<file path="src/hdl/pptc_pkg.sv">
// Package with formats, constants and command types of the pose tracking controller.
package pptc_pkg;
	localparam int CordicIters = 16;
	localparam int TableLen = 24;
	localparam int IterW = 5;
	localparam logic signed [31:0] PiQ24 = 32'sd52707179;
	localparam logic signed [31:0] TwoPiQ24 = 32'sd105414358;
	localparam logic signed [31:0] HalfPiQ24 = 32'sd26353589;
	localparam logic [15:0] TwoPiQ12 = 16'd25736;
	localparam logic signed [18:0] HalfPiQ12 = 19'sd6434;
	localparam logic signed [31:0] GainQ30 = 32'sd652032874;
	localparam logic [15:0] GainQ16 = 16'd39797;

	localparam logic [2:0] REG_K_RHO = 3'd0;
	localparam logic [2:0] REG_K_ALPHA = 3'd1;
	localparam logic [2:0] REG_K_BETA = 3'd2;
	localparam logic [2:0] REG_RADIUS = 3'd3;
	localparam logic [2:0] REG_STEP = 3'd4;
	localparam logic [2:0] REG_TOL = 3'd5;
	localparam logic [2:0] REG_TURN = 3'd6;
	localparam logic [2:0] REG_SPIN = 3'd7;

	typedef struct packed {
		logic load;      // capture item, set up rotation
		logic rot_step;  // one rotation iteration
		logic goal;      // form goal and differences
		logic vec_init;  // set up vectoring
		logic vec_step;  // one vectoring iteration
		logic mag;       // magnitude multiply
		logic ctl;       // angles and products
		logic fin;       // saturate, commit
	} cmd_t;

	typedef struct packed {
		logic iter_last;
	} status_t;

	function automatic logic signed [31:0] atan_q24(input logic [IterW-1:0] i);
		logic signed [31:0] r;
		unique case (i)
			5'd0: r = 32'sd13176795;
			5'd1: r = 32'sd7778716;
			5'd2: r = 32'sd4110060;
			5'd3: r = 32'sd2086331;
			5'd4: r = 32'sd1047214;
			5'd5: r = 32'sd524117;
			5'd6: r = 32'sd262123;
			5'd7: r = 32'sd131069;
			default: r = 32'sd65536 >>> (i - 5'd8);
		endcase
		return r;
	endfunction
endpackage

</file>
<file path="src/hdl/pptc_ctrl.sv">
// Sequencer for the pose tracking controller.
module pptc_ctrl
	import pptc_pkg::*;
(
	input  logic    clk,
	input  logic    arst_n,
	input  logic    in_valid,
	output logic    in_stall,
	output logic    out_valid,
	input  logic    out_stall,
	input  status_t status,
	output cmd_t    cmd
);
	localparam logic [2:0] ST_IDLE = 3'd0;
	localparam logic [2:0] ST_ROT = 3'd1;
	localparam logic [2:0] ST_GOAL = 3'd2;
	localparam logic [2:0] ST_VINIT = 3'd3;
	localparam logic [2:0] ST_VEC = 3'd4;
	localparam logic [2:0] ST_MAG = 3'd5;
	localparam logic [2:0] ST_CTL = 3'd6;
	localparam logic [2:0] ST_FIN = 3'd7;

	logic [2:0] state_q;
	logic       out_valid_q;
	logic       fin_ok;

	// The final step may only run once the output register is free.
	assign fin_ok = !out_valid_q || !out_stall;
	assign in_stall = (state_q != ST_IDLE);
	assign out_valid = out_valid_q;

	always_comb begin
		cmd = '0;
		cmd.load = (state_q == ST_IDLE) && in_valid;
		cmd.rot_step = (state_q == ST_ROT);
		cmd.goal = (state_q == ST_GOAL);
		cmd.vec_init = (state_q == ST_VINIT);
		cmd.vec_step = (state_q == ST_VEC);
		cmd.mag = (state_q == ST_MAG);
		cmd.ctl = (state_q == ST_CTL);
		cmd.fin = (state_q == ST_FIN) && fin_ok;
	end

	always_ff @(posedge clk or negedge arst_n) begin
		if (!arst_n) begin
			state_q <= ST_IDLE;
			out_valid_q <= 1'b0;
		end else begin
			if ((state_q == ST_FIN) && fin_ok) out_valid_q <= 1'b1;
			else if (out_valid_q && !out_stall) out_valid_q <= 1'b0;
			unique case (state_q)
				ST_IDLE: if (in_valid) state_q <= ST_ROT;
				ST_ROT: if (status.iter_last) state_q <= ST_GOAL;
				ST_GOAL: state_q <= ST_VINIT;
				ST_VINIT: state_q <= ST_VEC;
				ST_VEC: if (status.iter_last) state_q <= ST_MAG;
				ST_MAG: state_q <= ST_CTL;
				ST_CTL: state_q <= ST_FIN;
				ST_FIN: if (fin_ok) state_q <= ST_IDLE;
				default: state_q <= ST_IDLE;
			endcase
		end
	end
endmodule

</file>
<file path="config.mk">
export PLATFORM = sky130hd
export DESIGN_NAME = pptc_ctrl
export DESIGN_NICKNAME = d
export VERILOG_FILES = /design/src/hdl/pptc_pkg.sv /design/src/hdl/pptc_ctrl.sv
export SDC_FILE = /design/constraint.sdc
export NUM_CORES = 1
export LEC_CHECK = 0
export ABC_CLOCK_PERIOD_IN_PS = 1500
export BUFFER_PORTS_ARGS = -buffer_cell sky130_fd_sc_hd__buf_4
export CORE_AREA = 5 5 42 44
export CTS_BUF_LIST = sky130_fd_sc_hd__clkbuf_4 sky130_fd_sc_hd__clkbuf_8
export CTS_CLUSTER_DIAMETER = 50
export DETAILED_ROUTE_END_ITERATION = 6
export DIE_AREA = 0 0 47 49
export HOLD_SLACK_MARGIN = 0.06
export PLACE_DENSITY_LB_ADDON = 0.05
export SLEW_MARGIN = 20
export SYNTH_ARGS = -nofsm -noshare
export SYNTH_HDL_FRONTEND = slang
export SYNTH_SLANG_ARGS = --single-unit
</file>
<file path="constraint.sdc">
create_clock -name clk -period 1.5 [get_ports clk]
set_clock_uncertainty 0.05 [all_clocks]
set_input_delay 0.3 -clock clk [delete_from_list [all_inputs] [get_ports clk]]
set_output_delay 0.3 -clock clk [all_outputs]
set_load 0.01 [all_outputs]
</file>
==> results by stage <==
Finish:
- The count of fill cells added during filler insertion is around 130.
- The repair_antennas step left the layout with diodes totalling 0.
- The post-layout net count is 77.
- The area growth from synthesis to layout is 115%.
- The post-route netlist has a little under three quarters of its cells at a drive strength greater than 1.
- The area taken by multi-input logic gates is a little over 300 um^2.
- After the flow finishes, the layout carries non-filler instances totaling about 80.
- The sequential cells in the finished layout cover a total of around 100 um^2.
- Summing all non-filler instances in the final layout gives an area of a little over 700 um^2.

Critical path:
- For this design, the slowest cell found on the critical path is sky130_fd_sc_hd__dfrtp_2.
- In this run the worst path has a maximum fanout of 4.
- For the worst setup path, the data required time is ~1200 ps.
- The number of cells traversed by the worst register-to-register path is 6.
- The critical path goes through inv_4, ha_4, buf_6, and3_4, buf_6.
- The capturing instance or port of the critical path is cmd[7].
- In this run the register-to-register setup slack is -80 ps.
- The worst register-to-register path begins at state_q[0].
- The kind of cell adding the most delay to the critical path is flip-flops.
- The end of the worst register-to-register path is state_q[1].
- Data on the critical path arrives at its endpoint at 1270 ps.
- The critical path crosses 5 cells after its start point.
- The largest stage delay on the critical path is roughly 460 ps.
- The startpoint class of the critical path is a register.
- In this run the worst setup path begins at state_q[0].
- STA classifies the critical path endpoint as an output port.
- The number of buffers and inverters on the critical path is 3.
- The cell with the most instances on the worst path is sky130_fd_sc_hd__buf_6.
- The type of the worst setup path is reg2out.

STA:
- The slew at the pin with the worst max-slew slack is about 220 ps.
- The minimum period implied by the final worst setup slack is between 1500 and 2000 ps.
- The portion of the clock cycle consumed by the worst path in the final layout is 108%.
- Setup repair after global routing could not meet its margin everywhere.
- The final max-slew violation count was 0.
- The worst hold slack after final layout is roughly 260 ps.
- Derived from the worst setup path, the maximum achievable clock frequency is 0.616 GHz.
- The normalized max-slew margin is between 80% and 90%.
- The final-report hold violation count is 0.
- The final-layout setup total negative slack is -913 ps.
- The setup violation total in the final timing report is 11.
- Setup slack on the critical path of the routed design comes to -124 ps.

Placement:
- The cell count after placement is 70.
- During placement, the flow inserted port buffers numbering 14.
- After legalization and detailed placement, the total HPWL measured 693 um.
- After detailed placement, the total cell area comes to around 480 um^2.
- Routability-driven placement finished with a final weighted congestion of about 0.68.

Clock tree:
- Clock tree synthesis found a total of 4 sinks.
- CTS placed an instance of sky130_fd_sc_hd__clkbuf_4 at the clock tree root.
- Clock-pin slew was measured on the worst setup and hold paths at roughly 30 ps.
- The number of levels the H-tree was split into is 1.
- The maximum buffer depth of the clock tree is 2.
- TritonCTS built the clock tree.
- The CTS buffer count is 3.
- Clock latency on the worst-skew pair, taken at its later pin, is ~230 ps.

Global routing:
- The busiest layer in global routing is met2.
- The met1 routing resource usage after global routing is 8.41%.
- In the global route stage, met3 resource usage came out at 1.11%.
- Global routing used ~16% of the available met2 tracks.
- The number of antenna violations at the first check in global routing was 0.
- Entering global routing, the biggest net connects 12 pins.
- The number of global-route vias before repair is between 300 and 400.
- The wire length of the first global-routing pass is around 1500 um.
- The global-route usage over all layers is under 10%.
- For this run the aggregate overflow at the end of global routing stands at 0.

Worst hold path:
- The path class of the tightest hold or removal check is in2reg.

Route:
- The remaining number of nets flagged by the antenna check after routing is 0.
- The detailed router placed around 370 vias in this run.
- The number of DRC markers after the initial detailed-route iteration is 0.
- The overall routed net length is around 950 um.
- For this run, the detailed router's first-pass iteration total came to 1.
- The via count normalized by instance count is around 4.5.
- The per-cell routed wire length is around 12 um.
- For this run, design rule violations remaining after detail routing come to 0.

Yosys:
- The synthesized netlist net count is 46.
- The largest total area in the synthesized netlist belongs to sky130_fd_sc_hd__dfrtp_1.
- The commonest cells after synthesis are sky130_fd_sc_hd__dfrtp_1 (4), sky130_fd_sc_hd__ha_1 (4), sky130_fd_sc_hd__nand2_1 (4).
- The cell area after synthesis is around 340 um^2.
- Each instance of the synthesized netlist takes up on average between 9 and 10 um^2.
- After synthesis, the cell types taking the most area are sky130_fd_sc_hd__dfrtp_1 (30%), sky130_fd_sc_hd__ha_1 (15%), sky130_fd_sc_hd__mux2i_1 (5.9%).
- The number of different library cells used by synthesis comes to 19.
- Among all flip-flop cells after synthesis, the most frequent one is sky130_fd_sc_hd__dfrtp_1.
- The number of enable flip-flop cells after synthesis is 0.
- The area share of the largest cell type after synthesis is between 20% and 30%.
- Sequential elements use 29.7% of the synthesized area.
- Of all flip-flops after synthesis, the portion carrying an async set or reset was 100%.
- The number of synthesis warnings is 0.
- The flop and latch count out of synthesis is 4.
- The synthesized instance count is 37.

Power:
- The static leakage is ~0.00034 uW.
- The power density over cell area is 2220 nW/um^2.
- The total power draw is approximately 1600 uW.
- IR analysis of the VDD net gives a maximum drop of ~940 uV.

Die:
- The vertical extent of the die is about 50 um.
- Once the floorplan was initialized, standard cells occupied approximately a quarter of the core.
- The number of placed I/O pins is 15.
- The chip width is about 47 um.
- The number of rows created at floorplan is 14.
- The area enclosed by the die boundary is between 2000 and 2500 um^2.
- The core footprint is 1400 um^2.

Run:
- The tool flagged a number of max-cap violations equal to 0.

Status:
- The run finished, with violations left.
- The checks that failed: negative setup slack.
[routing by layer]
layer / share of wire (%) / up-vias
li1: - / 185
met1: 37 / 175
met2: 58 / 8
met3: 5.1 / 0
met4: 0 / 0
met5: 0 / -
[flip-flops by register name, indices dropped and copies added (netlist names)]
name       count
state_q        3
out_valid      1
[worst min-delay path by stage]
stage / from / endpoint / slack (ps) / depth (start not counted)
5_1_grt: out_stall / out_valid / 280 / 3
6_report: out_stall / out_valid / 260 / 3
2_1_floorplan: arst_n / out_valid / -50 / 0
3_3_place_gp: arst_n / state_q[0] / 50 / 1
3_5_place_dp: arst_n / state_q[0] / 50 / 1
4_1_cts: out_stall / out_valid / 250 / 3
[placed cells by master, fill, tap and decap left out]
| cell type | netlist | final |
|---|---|---|
| sky130_fd_sc_hd__nand2b_4 | 0 | 1 |
| sky130_fd_sc_hd__and2b_1 | 1 | 1 |
| sky130_fd_sc_hd__nand3_1 | 1 | 1 |
| sky130_fd_sc_hd__clkbuf_4 | 0 | 3 |
| sky130_fd_sc_hd__mux2_4 | 1 | 1 |
| sky130_fd_sc_hd__and3_4 | 0 | 1 |
| sky130_fd_sc_hd__a21oi_2 | 0 | 1 |
| sky130_fd_sc_hd__nor2b_4 | 0 | 1 |
| sky130_fd_sc_hd__nor2b_1 | 2 | 1 |
| sky130_fd_sc_hd__nand4_1 | 1 | 1 |
| sky130_fd_sc_hd__nand2_1 | 4 | 3 |
| sky130_fd_sc_hd__nand2_2 | 0 | 1 |
| sky130_fd_sc_hd__a41o_1 | 1 | 1 |
| sky130_fd_sc_hd__nand2b_1 | 2 | 1 |
| sky130_fd_sc_hd__mux2i_1 | 2 | 2 |
| sky130_fd_sc_hd__dfrtp_1 | 4 | 2 |
| sky130_fd_sc_hd__nor2_1 | 1 | 1 |
| sky130_fd_sc_hd__buf_4 | 1 | 13 |
| sky130_fd_sc_hd__a21oi_1 | 2 | 1 |
| sky130_fd_sc_hd__ha_4 | 0 | 4 |
| sky130_fd_sc_hd__nor3_1 | 2 | 1 |
| sky130_fd_sc_hd__dfrtp_2 | 0 | 2 |
| sky130_fd_sc_hd__buf_6 | 0 | 13 |
| sky130_fd_sc_hd__o221ai_2 | 1 | 1 |
| sky130_fd_sc_hd__inv_2 | 0 | 1 |
| sky130_fd_sc_hd__inv_1 | 3 | 1 |
| sky130_fd_sc_hd__nor3_4 | 0 | 1 |
| sky130_fd_sc_hd__and2_4 | 0 | 2 |
| sky130_fd_sc_hd__dlygate4sd3_1 | 0 | 1 |
| sky130_fd_sc_hd__and2_1 | 3 | 1 |
| sky130_fd_sc_hd__inv_4 | 0 | 1 |
[kinds of logic (layout without fill, tap and decap cells)]
family,after synthesis,count (layout),share of synthesized area [%]
flops,4,4,29.7
mux,3,3,10.4
buf+inv,4,33,5.58
simple gates,18,18,29.0
compound gates,4,4,10.4
fa+ha+maj,4,4,14.9
[worst register-to-register path: stages (launching register included)]
cell	delay [ps]
sky130_fd_sc_hd__dfrtp_2	460
sky130_fd_sc_hd__inv_4	90
sky130_fd_sc_hd__ha_4	140
sky130_fd_sc_hd__buf_4	120
sky130_fd_sc_hd__nand2b_4	60
sky130_fd_sc_hd__o221ai_2	230
sky130_fd_sc_hd__mux2_4	320
[power by group]
group          switching, uW  leakage (uW)  total [uW]  internal, uW
clock network           36.8     0.0000138         126          89.0
registers                108     0.0000465         278           170
logic                    470      0.000279        1200           733
total                    615      0.000339        1610           993
[timing repair]
action,CTS,global route
setup endpoints to repair,10,12
resized for setup,26,9
setup buffers,7,2
endpoints found under the hold margin,4,0
pin swaps,4,6
hold buffers,1,0
[stage by stage]
stage               util [%]  worst slack, ps
floorplan                  -             23.7
global placement        34.6             34.1
detailed placement      34.6             7.03
CTS                     48.1             -129
global route            51.6             -174
finish                  51.6             -124
[final cells by class]
| cell class | count | area share, % |
|---|---|---|
| multi-input combinational | 29 | 42.9 |
| timing repair buffer | 27 | 35.1 |
| sequential | 4 | 14.2 |
| clock buffer | 3 | 3.11 |
| tap | 16 | 2.77 |
| inverter | 3 | 1.90 |
No activity file was read; power rests on OpenSTA's default activity.
